$ cat src/sv/rvr_pkg.sv
// ----------------------------------------------------------------------------
// rvr_pkg
// Types and codes shared by the reader version ring cells, head unit and top.
// ----------------------------------------------------------------------------
package rvr_pkg;

	localparam int VER_W = 64;
	localparam int CNT_W = 32;
	localparam int OCC_W = 5;

	localparam logic [1:0] OP_ACQUIRE = 2'd0;
	localparam logic [1:0] OP_RELEASE = 2'd1;
	localparam logic [1:0] OP_QUERY   = 2'd2;

	localparam logic [1:0] ST_OK        = 2'd0;
	localparam logic [1:0] ST_FULL      = 2'd1;
	localparam logic [1:0] ST_NOT_FOUND = 2'd2;

	typedef struct packed {
		logic [VER_W-1:0] version;
		logic [CNT_W-1:0] count;
	} entry_t;

	// what the head unit drives into the chain: shift for every cell, feed at the far end
	typedef struct packed {
		logic   shift;
		entry_t feed;
	} chain_ctrl_t;

endpackage

$ cat src/sv/rvr_cell.sv
// ----------------------------------------------------------------------------
// rvr_cell
// One ring slot: holds a version entry and hands it on to its neighbour on
// every shift.
// ----------------------------------------------------------------------------
module rvr_cell (
	input  logic           clk,
	input  logic           shift,
	input  rvr_pkg::entry_t d,
	output rvr_pkg::entry_t q
);

	rvr_pkg::entry_t entry_q;

	always_ff @(posedge clk) begin
		if (shift) begin
			entry_q <= d;
		end
	end

	assign q = entry_q;

endmodule

$ cat src/sv/rvr_head.sv
// ----------------------------------------------------------------------------
// rvr_head
// Sequencer at the head of the cell chain. Rotates the ring past cell 0,
// updating, appending or popping entries as they go by, and forms results.
// ----------------------------------------------------------------------------
module rvr_head #(
	parameter int RING_DEPTH = 32
) (
	input  logic                        clk,
	input  logic                        arst_n,
	input  logic                        start,
	input  logic [1:0]                  opcode,
	input  logic [rvr_pkg::VER_W-1:0]   version,
	input  rvr_pkg::entry_t             head_entry,
	output logic                        busy,
	output rvr_pkg::chain_ctrl_t        ctrl,
	output logic                        done,
	output logic [rvr_pkg::VER_W-1:0]   oldest_version,
	output logic [1:0]                  status,
	output logic [rvr_pkg::OCC_W-1:0]   occupancy
);

	localparam int IW = $clog2(RING_DEPTH);

	localparam logic [1:0] S_IDLE = 2'd0;
	localparam logic [1:0] S_SCAN = 2'd1;
	localparam logic [1:0] S_POP  = 2'd2;
	localparam logic [1:0] S_FIN  = 2'd3;

	logic [1:0]                state_q;
	logic [1:0]                op_q;
	logic [rvr_pkg::VER_W-1:0] ver_q;
	logic [IW-1:0]             step_q;
	logic [IW-1:0]             occ_q;
	logic                      found_q;
	logic                      app_q;
	logic                      done_q;
	logic [rvr_pkg::VER_W-1:0] oldest_q;
	logic [1:0]                status_q;
	logic [rvr_pkg::OCC_W-1:0] occ_out_q;

	logic          match;
	logic          live;
	logic          is_newest;
	logic          is_tail;
	logic          full;
	logic          last_step;
	logic          pop_now;
	logic [IW-1:0] occ_inc;
	logic [IW-1:0] occ_dec;

	assign occ_inc   = IW'(occ_q + 1'b1);
	assign occ_dec   = IW'(occ_q - 1'b1);
	assign match     = head_entry.version == ver_q;
	assign live      = step_q < occ_q;
	assign is_newest = (occ_q != '0) && (step_q == occ_dec);
	assign is_tail   = step_q == occ_q;
	assign full      = occ_q == IW'(RING_DEPTH - 1);
	assign last_step = step_q == IW'(RING_DEPTH - 1);
	// oldest entry released by its last reader
	assign pop_now   = (state_q == S_SCAN) && (op_q == rvr_pkg::OP_RELEASE) &&
	                   (step_q == '0) && live && match &&
	                   (head_entry.count == rvr_pkg::CNT_W'(1));

	always_comb begin
		ctrl.shift = 1'b0;
		ctrl.feed  = head_entry;
		unique case (state_q)
			S_SCAN: begin
				ctrl.shift = 1'b1;
				if (op_q == rvr_pkg::OP_ACQUIRE) begin
					if (is_newest && match) begin
						if (head_entry.count != '1) begin
							ctrl.feed.count = head_entry.count + rvr_pkg::CNT_W'(1);
						end
					end else if (is_tail && !found_q && !full) begin
						ctrl.feed.version = ver_q;
						ctrl.feed.count   = rvr_pkg::CNT_W'(1);
					end
				end else if (!pop_now && live && match && !found_q &&
				             head_entry.count != '0) begin
					ctrl.feed.count = head_entry.count - rvr_pkg::CNT_W'(1);
				end
			end
			// drop following entries that no reader holds
			S_POP: ctrl.shift = (occ_q != '0) && (head_entry.count == '0);
			default: ctrl.shift = 1'b0;
		endcase
	end

	always_ff @(posedge clk or negedge arst_n) begin
		if (!arst_n) begin
			state_q   <= S_IDLE;
			op_q      <= rvr_pkg::OP_QUERY;
			ver_q     <= '0;
			step_q    <= '0;
			occ_q     <= '0;
			found_q   <= 1'b0;
			app_q     <= 1'b0;
			done_q    <= 1'b0;
			oldest_q  <= '0;
			status_q  <= rvr_pkg::ST_OK;
			occ_out_q <= '0;
		end else begin
			done_q <= 1'b0;
			unique case (state_q)
				S_IDLE: begin
					if (start) begin
						op_q    <= opcode;
						ver_q   <= version;
						step_q  <= '0;
						found_q <= 1'b0;
						app_q   <= 1'b0;
						unique case (opcode)
							rvr_pkg::OP_ACQUIRE,
							rvr_pkg::OP_RELEASE: state_q <= S_SCAN;
							default: begin
								done_q    <= 1'b1;
								oldest_q  <= (occ_q != '0) ? head_entry.version : version;
								status_q  <= rvr_pkg::ST_OK;
								occ_out_q <= rvr_pkg::OCC_W'(occ_q);
							end
						endcase
					end
				end
				S_SCAN: begin
					step_q <= IW'(step_q + 1'b1);
					if (pop_now) begin
						occ_q   <= occ_dec;
						found_q <= 1'b1;
						state_q <= S_POP;
					end else begin
						if (op_q == rvr_pkg::OP_ACQUIRE) begin
							if (is_newest && match) begin
								found_q <= 1'b1;
							end else if (is_tail && !found_q && !full) begin
								found_q <= 1'b1;
								app_q   <= 1'b1;
							end
						end else if (live && match) begin
							found_q <= 1'b1;
						end
						if (last_step) begin
							state_q <= S_FIN;
						end
					end
				end
				S_POP: begin
					if (ctrl.shift) begin
						occ_q <= occ_dec;
					end else begin
						state_q <= S_FIN;
					end
				end
				S_FIN: begin
					// ring is back in line: cell 0 holds the oldest entry
					if (app_q) begin
						occ_q <= occ_inc;
					end
					done_q    <= 1'b1;
					oldest_q  <= (occ_q != '0 || app_q) ? head_entry.version : ver_q;
					occ_out_q <= rvr_pkg::OCC_W'(app_q ? occ_inc : occ_q);
					if (found_q) begin
						status_q <= rvr_pkg::ST_OK;
					end else if (op_q == rvr_pkg::OP_ACQUIRE) begin
						status_q <= rvr_pkg::ST_FULL;
					end else begin
						status_q <= rvr_pkg::ST_NOT_FOUND;
					end
					state_q <= S_IDLE;
				end
				default: state_q <= S_IDLE;
			endcase
		end
	end

	assign busy           = state_q != S_IDLE;
	assign done           = done_q;
	assign oldest_version = oldest_q;
	assign status         = status_q;
	assign occupancy      = occ_out_q;

endmodule

$ cat src/sv/reader_version_refcount_ring_core.sv
// ----------------------------------------------------------------------------
// reader_version_refcount_ring_core
// Reader version reference-count ring: a rotating chain of entry cells with a
// sequencer at cell 0 that acquires, releases and reports the oldest version.
// ----------------------------------------------------------------------------
// Query: result strobe the cycle after the transfer; busy stays low throughout.
// Acquire and release: the chain rotates RING_DEPTH cells past cell 0 in S_SCAN,
//   then S_FIN registers the result. A release that pops leaves S_SCAN early;
//   S_POP drops the zero-count entries, then S_FIN. One command in flight at a time.
// Reset clears occupancy and sequencer at once; entry cells are not cleared.
// The receiver cannot stall: done is high for exactly one cycle per result.
module reader_version_refcount_ring_core #(
	parameter int RING_DEPTH = 32
) (
	input  logic                        clk,
	input  logic                        arst_n,
	input  logic                        start,
	output logic                        busy,
	input  logic [1:0]                  opcode,
	input  logic [rvr_pkg::VER_W-1:0]   version,
	output logic                        done,
	output logic [rvr_pkg::VER_W-1:0]   oldest_version,
	output logic [1:0]                  status,
	output logic [rvr_pkg::OCC_W-1:0]   occupancy
);

	rvr_pkg::entry_t      cell_q [RING_DEPTH];
	rvr_pkg::chain_ctrl_t ctrl;

	for (genvar i = 0; i < RING_DEPTH; i++) begin : g_cell
		rvr_pkg::entry_t d;
		if (i == RING_DEPTH - 1) begin : g_far
			assign d = ctrl.feed;
		end else begin : g_mid
			assign d = cell_q[i+1];
		end
		rvr_cell u_cell (
			.clk   (clk),
			.shift (ctrl.shift),
			.d     (d),
			.q     (cell_q[i])
		);
	end

	rvr_head #(
		.RING_DEPTH (RING_DEPTH)
	) u_head (
		.clk            (clk),
		.arst_n         (arst_n),
		.start          (start),
		.opcode         (opcode),
		.version        (version),
		.head_entry     (cell_q[0]),
		.busy           (busy),
		.ctrl           (ctrl),
		.done           (done),
		.oldest_version (oldest_version),
		.status         (status),
		.occupancy      (occupancy)
	);

endmodule

$ cat config.mk
export PLATFORM = sky130hd
export DESIGN_NAME = reader_version_refcount_ring_core
export DESIGN_NICKNAME = d
export VERILOG_FILES = /design/src/sv/rvr_pkg.sv /design/src/sv/rvr_cell.sv /design/src/sv/rvr_head.sv /design/src/sv/reader_version_refcount_ring_core.sv
export SDC_FILE = /design/constraint.sdc
export NUM_CORES = 2
export LEC_CHECK = 0
export BUFFER_PORTS_ARGS = -buffer_cell sky130_fd_sc_hd__buf_2
export CORE_ASPECT_RATIO = 1.5
export CORE_MARGIN = 4
export CORE_UTILIZATION = 39
export DETAILED_ROUTE_END_ITERATION = 10
export GPL_TIMING_DRIVEN = 0
export RECOVER_POWER = 25
export SYNTH_ARGS = -nofsm -noshare
export SYNTH_HDL_FRONTEND = slang
export SYNTH_SLANG_ARGS = --single-unit
$ cat constraint.sdc
create_clock -name clk -period 389.3 [get_ports clk]
set_input_delay 77.86 -clock clk [delete_from_list [all_inputs] [get_ports clk]]
set_output_delay 77.86 -clock clk [all_outputs]
set_load 0.05 [all_outputs]
==> reports/results.md <==
| Result | Reported |
|:---|:---|
| EDFF count, synth | 3072 |
| Die Outline Area | 0.274 mm2 |
| Slowest Stage Delay on Critical Path | 0.44 ns |
| Depth of the most critical reg-to-reg path | 14 |
| End of the worst hold path | g_cell[17].u_cell.q[85]$_DFFE_PP_ |
| Clock-pin slew on the worst setup and hold paths | 0.07 ns |
| Worst-Margin Slew | 1.24 ns |
| Pin count of the biggest net entering global routing | 98 |
| Core Footprint | 0.264 mm2 |
| Worst r2r src | g_cell[0].u_cell.q[16]$_DFFE_PP_ |
| Clock Sinks | 3224 |
| Number of buffers inserted to repair setup after CTS | 0 |
| Fraction of registers with async set/reset | 0.0471 |
| Reg-to-reg endpoint | g_cell[13].u_cell.q[88]$_DFFE_PP_ |
| Number of nets still failing antenna checks after routing | 0 |
| Signed area change from the synthesized netlist to the final layout | 17.1% |
| Antenna violations before repair | 52 |
| Start point of the worst min-delay path | g_cell[18].u_cell.q[85]$_DFFE_PP_ |
| Worst Clk Skew | 0.0737 ns |
| Vias in the first global route | 41582 |
| Cell types occupying the most area after synthesis | sky130_fd_sc_hd__edfxtp_1 89%, sky130_fd_sc_hd__dfrtp_1 3.7%, sky130_fd_sc_hd__mux2_2 1.4% |
| Global router's overall resource usage | 0.136 |
| DRC | 0 |
| Critical path cell sequence | inv_1 -> ha_1 -> clkbuf_1 -> inv_1 -> buf_2 |
| Count of nets after finishing | 5024 |
| Crit start category | flip-flop |
| Inst Count DP | 8125 |
| Total detailed-routing wirelength | 189000 um |
| Number of vias per cell | 4.79 |
| Die Ht | 639 um |
| Worst hold path class | reg -> reg |
| Wire length of the first global-routing pass | 280000 um |
| Total overflow reported by the global router | 0 |
| Count of placed standard cells in the final layout, fillers left out | 8696 |
| Detailed Place HPWL | 118000 um |
| Post-CTS Resized | 0 |
| Share of cells above drive strength 1 | 0.166 |
| Critical path type | reg -> out |
| Die W | 428 um |
| Boundary pin count | 142 |
| Post-DP Area | 0.111 mm2 |
| Sequential area share after synthesis | 0.929 |
| Cell taking the most area after synthesis | sky130_fd_sc_hd__edfxtp_1 |
| Areal power density over the cells | 8.83 mW/mm2 |
| Period utilisation layout | 0.206 |
| Maximum fanout count along the critical path | 10 |
| Unique masters post-synth | 77 |
| Result of the run | finished, final reports clean |
| Max H-tree Level | 5 |
| Leakage | 38.7 nW |
| Buffer type at the clock tree root | sky130_fd_sc_hd__clkbuf_16 |
| Count of mapped cells out of synthesis | 4375 |
| Final TNS setup | 0 ns |
| Worst voltage drop across the vdd grid | 0.00647 mV |
| CTS tree | built |
| DRC marker count from the first detailed-route iteration | 3841 |
| Place WS | 308.39 ns |
| Cell repeated most along the worst path | sky130_fd_sc_hd__inv_1 |
| Setup repair after global routing missed its margin | no |
| Number of placement rows | 231 |
| Most common flop cell mapped by yosys | sky130_fd_sc_hd__edfxtp_1 |
| Data required time at the worst endpoint | 311.44 ns |
| Synthesized cell area | 0.103 mm2 |
| Mean post-synth cell area | 23.6 um2 |
| Maximum capacitance violations | 0 |
| Final critical-path setup slack | 308.98 ns |
| YS warnings | 0 |
| FMAX | 12.5 MHz |
| Count of hold buffers inserted by post-cts repair | 0 |
| DR WL/cell | 21.7 um |
| Post-synth net total | 4463 |
| Worst hold path depth | 0 |
| Total count of max-transition violations in the final report | 0 |
| Highest-delay cell along the critical path | sky130_fd_sc_hd__dfrtp_1 |
| Number of I/O port buffers | 140 |
| Final number of setup-violating endpoints | 0 |
| CTS max path bufs | 4 |
| Initial core utilization | 0.392 |
| Routability congestion estimate | 0.850 |
| Total CTS buffers | 304 |
| Final Instance Area | 0.121 mm2 |
| Crit path arrival time | 2.46 ns |
| Via Count | 41677 |
| First-pass iteration count of the detailed router | 5 |
| Shortest period the worst path allows | 80.32 ns |
| Number of endpoints with negative hold slack in the final report | 0 |
| Slack of the worst reg-to-reg path | 383.73 ns |
| Share of the synthesized area in the top cell type | 0.892 |
| Endpoint kind of the worst setup timing path | primary output |
| Slew Limit Headroom | 0.166 |
| Clock latency on the worst-skew pair | 0.87 ns |
| Flip-flop and latch count after synthesis | 3224 |
[final cells by class]
class	instances	area, um2
fillers	21426	143000
flip-flops and latches	3224	96100
clock buffers	376	8130
multi-input cells	1019	6810
well taps	3495	4370
repair buffers	255	3310
clock inverters	169	1810
plain buffers	106	430
inverters	26	97.6
diodes	26	65.1
[cells by family (layout without fill, tap and decap cells)]
group | after synthesis | after routing | share of synthesized area
fa+ha+maj | 19 | 19 | 0.00230
simple gates | 443 | 443 | 0.0218
other cells | 0 | 26 | 0
xor+xnor | 78 | 78 | 0.00661
buf+inv | 132 | 932 | 0.00511
compound gates | 342 | 342 | 0.0203
flops | 3224 | 3224 | 0.929
mux | 137 | 137 | 0.0148
[Yosys cell counts, types with 4 or more instances]
library cell               instances
sky130_fd_sc_hd__edfxtp_1       3072
sky130_fd_sc_hd__xnor2_1          75
sky130_fd_sc_hd__a21oi_1          93
sky130_fd_sc_hd__o21ai_0          90
sky130_fd_sc_hd__o31ai_1           8
sky130_fd_sc_hd__buf_1             9
sky130_fd_sc_hd__o311ai_0          4
sky130_fd_sc_hd__a31oi_1          19
sky130_fd_sc_hd__nand3_1          37
sky130_fd_sc_hd__dfrtp_1         151
sky130_fd_sc_hd__nor4_1           21
sky130_fd_sc_hd__o22ai_1          54
sky130_fd_sc_hd__mux2i_1           6
sky130_fd_sc_hd__nor2_1          112
sky130_fd_sc_hd__a41oi_1           6
sky130_fd_sc_hd__mux2_2          131
sky130_fd_sc_hd__o21a_1            5
sky130_fd_sc_hd__nand4b_1          4
sky130_fd_sc_hd__clkbuf_1         88
sky130_fd_sc_hd__nor3_1           31
sky130_fd_sc_hd__or3_1             9
sky130_fd_sc_hd__o221ai_1         14
sky130_fd_sc_hd__or4_1             7
sky130_fd_sc_hd__nor2b_1          13
sky130_fd_sc_hd__a211oi_1          5
sky130_fd_sc_hd__or2_2             4
sky130_fd_sc_hd__and3_1           19
sky130_fd_sc_hd__buf_2             5
sky130_fd_sc_hd__and2_1            9
sky130_fd_sc_hd__nand4_1          43
sky130_fd_sc_hd__and4_1            5
sky130_fd_sc_hd__o211ai_1          4
sky130_fd_sc_hd__nand2_1         108
sky130_fd_sc_hd__nand2b_1          6
sky130_fd_sc_hd__inv_1            25
sky130_fd_sc_hd__ha_1             19
[per-stage QoR]
stage / total power (W) / utilization / hold slack, ns
2_1_floorplan: 0.00155 / - / 0.400
3_3_place_gp: 0.00188 / 0.411 / 0.403
3_5_place_dp: 0.000783 / 0.421 / 0.405
4_1_cts: 0.00109 / 0.459 / 0.388
5_1_grt: 0.00112 / 0.459 / 0.397
6_report: 0.00107 / 0.459 / 0.390
[registers in the layout, summed over array words and instances (netlist names)]
name                   cells
g_cell.u_cell.q         3072
u_head.oldest_version     64
u_head.ver_q              64
u_head.occ_q               5
u_head.occupancy           5
u_head.step_q              5
u_head.op_q                2
u_head.state_q             2
u_head.status              2
u_head.app_q               1
u_head.done                1
u_head.found_q             1
[critical path, delay by kind of cell (launching register included)]
family                   cells  cell delay, ns
flip-flops                   1            0.44
adder cells (fa/ha/maj)      1            0.21
buffers and inverters        4            0.93
[worst max-delay path by stage]
stage                                      from                               endpoint  slack (ns)
6_report          u_head.state_q[0]$_DFFE_PN0P_                                   busy      308.98
4_1_cts           u_head.state_q[0]$_DFFE_PN0P_                                   busy      308.93
5_1_grt           u_head.state_q[0]$_DFFE_PN0P_                                   busy      308.84
3_3_place_gp   g_cell[0].u_cell.q[16]$_DFFE_PP_          u_head.state_q[0]$_DFFE_PN0P_      183.86
3_5_place_dp                              start  u_head.oldest_version[18]$_DFFE_PN0P_      308.39
2_1_floorplan  g_cell[0].u_cell.q[26]$_DFFE_PP_          u_head.state_q[1]$_DFFE_PN0P_      231.14
[power by group]
part	switching (W)	internal, W	total (W)
clock network	0.000125	0.000170	0.000295
logic	0.000128	0.0000506	0.000178
registers	0.0000400	0.000555	0.000595
total	0.000293	0.000776	0.00107
[cell usage in the layout, fill, tap and decap left out, types with 10 or more instances in the layout]
| cell type | count |
|---|---|
| sky130_fd_sc_hd__edfxtp_1 | 3072 |
| sky130_fd_sc_hd__diode_2 | 26 |
| sky130_fd_sc_hd__nor3_1 | 31 |
| sky130_fd_sc_hd__nand3_1 | 37 |
| sky130_fd_sc_hd__clkinvlp_4 | 10 |
| sky130_fd_sc_hd__clkbuf_8 | 15 |
| sky130_fd_sc_hd__nor4_1 | 21 |
| sky130_fd_sc_hd__clkbuf_16 | 309 |
| sky130_fd_sc_hd__bufinv_16 | 31 |
| sky130_fd_sc_hd__dfrtp_1 | 151 |
| sky130_fd_sc_hd__a21oi_1 | 93 |
| sky130_fd_sc_hd__buf_16 | 39 |
| sky130_fd_sc_hd__o221ai_1 | 14 |
| sky130_fd_sc_hd__clkinv_1 | 50 |
| sky130_fd_sc_hd__xnor2_1 | 75 |
| sky130_fd_sc_hd__o21ai_0 | 90 |
| sky130_fd_sc_hd__and3_1 | 19 |
| sky130_fd_sc_hd__ha_1 | 19 |
| sky130_fd_sc_hd__buf_2 | 144 |
| sky130_fd_sc_hd__a31oi_1 | 19 |
| sky130_fd_sc_hd__inv_1 | 25 |
| sky130_fd_sc_hd__buf_12 | 76 |
| sky130_fd_sc_hd__nor2b_1 | 13 |
| sky130_fd_sc_hd__nand2_1 | 108 |
| sky130_fd_sc_hd__o22ai_1 | 54 |
| sky130_fd_sc_hd__clkbuf_1 | 140 |
| sky130_fd_sc_hd__nand4_1 | 43 |
| sky130_fd_sc_hd__nor2_1 | 112 |
| sky130_fd_sc_hd__mux2_2 | 131 |
| sky130_fd_sc_hd__clkinv_2 | 51 |
[metal layers]
metal	vias to the layer above	part of all wire	GRT usage
met1	21636	0.44	0.195
met2	991	0.44	0.197
met4	26	0.038	0.0532
li1	18634	-	-
met3	390	0.080	0.0407
met5	-	0.00080	0
Power figures use the tool's default switching activity.
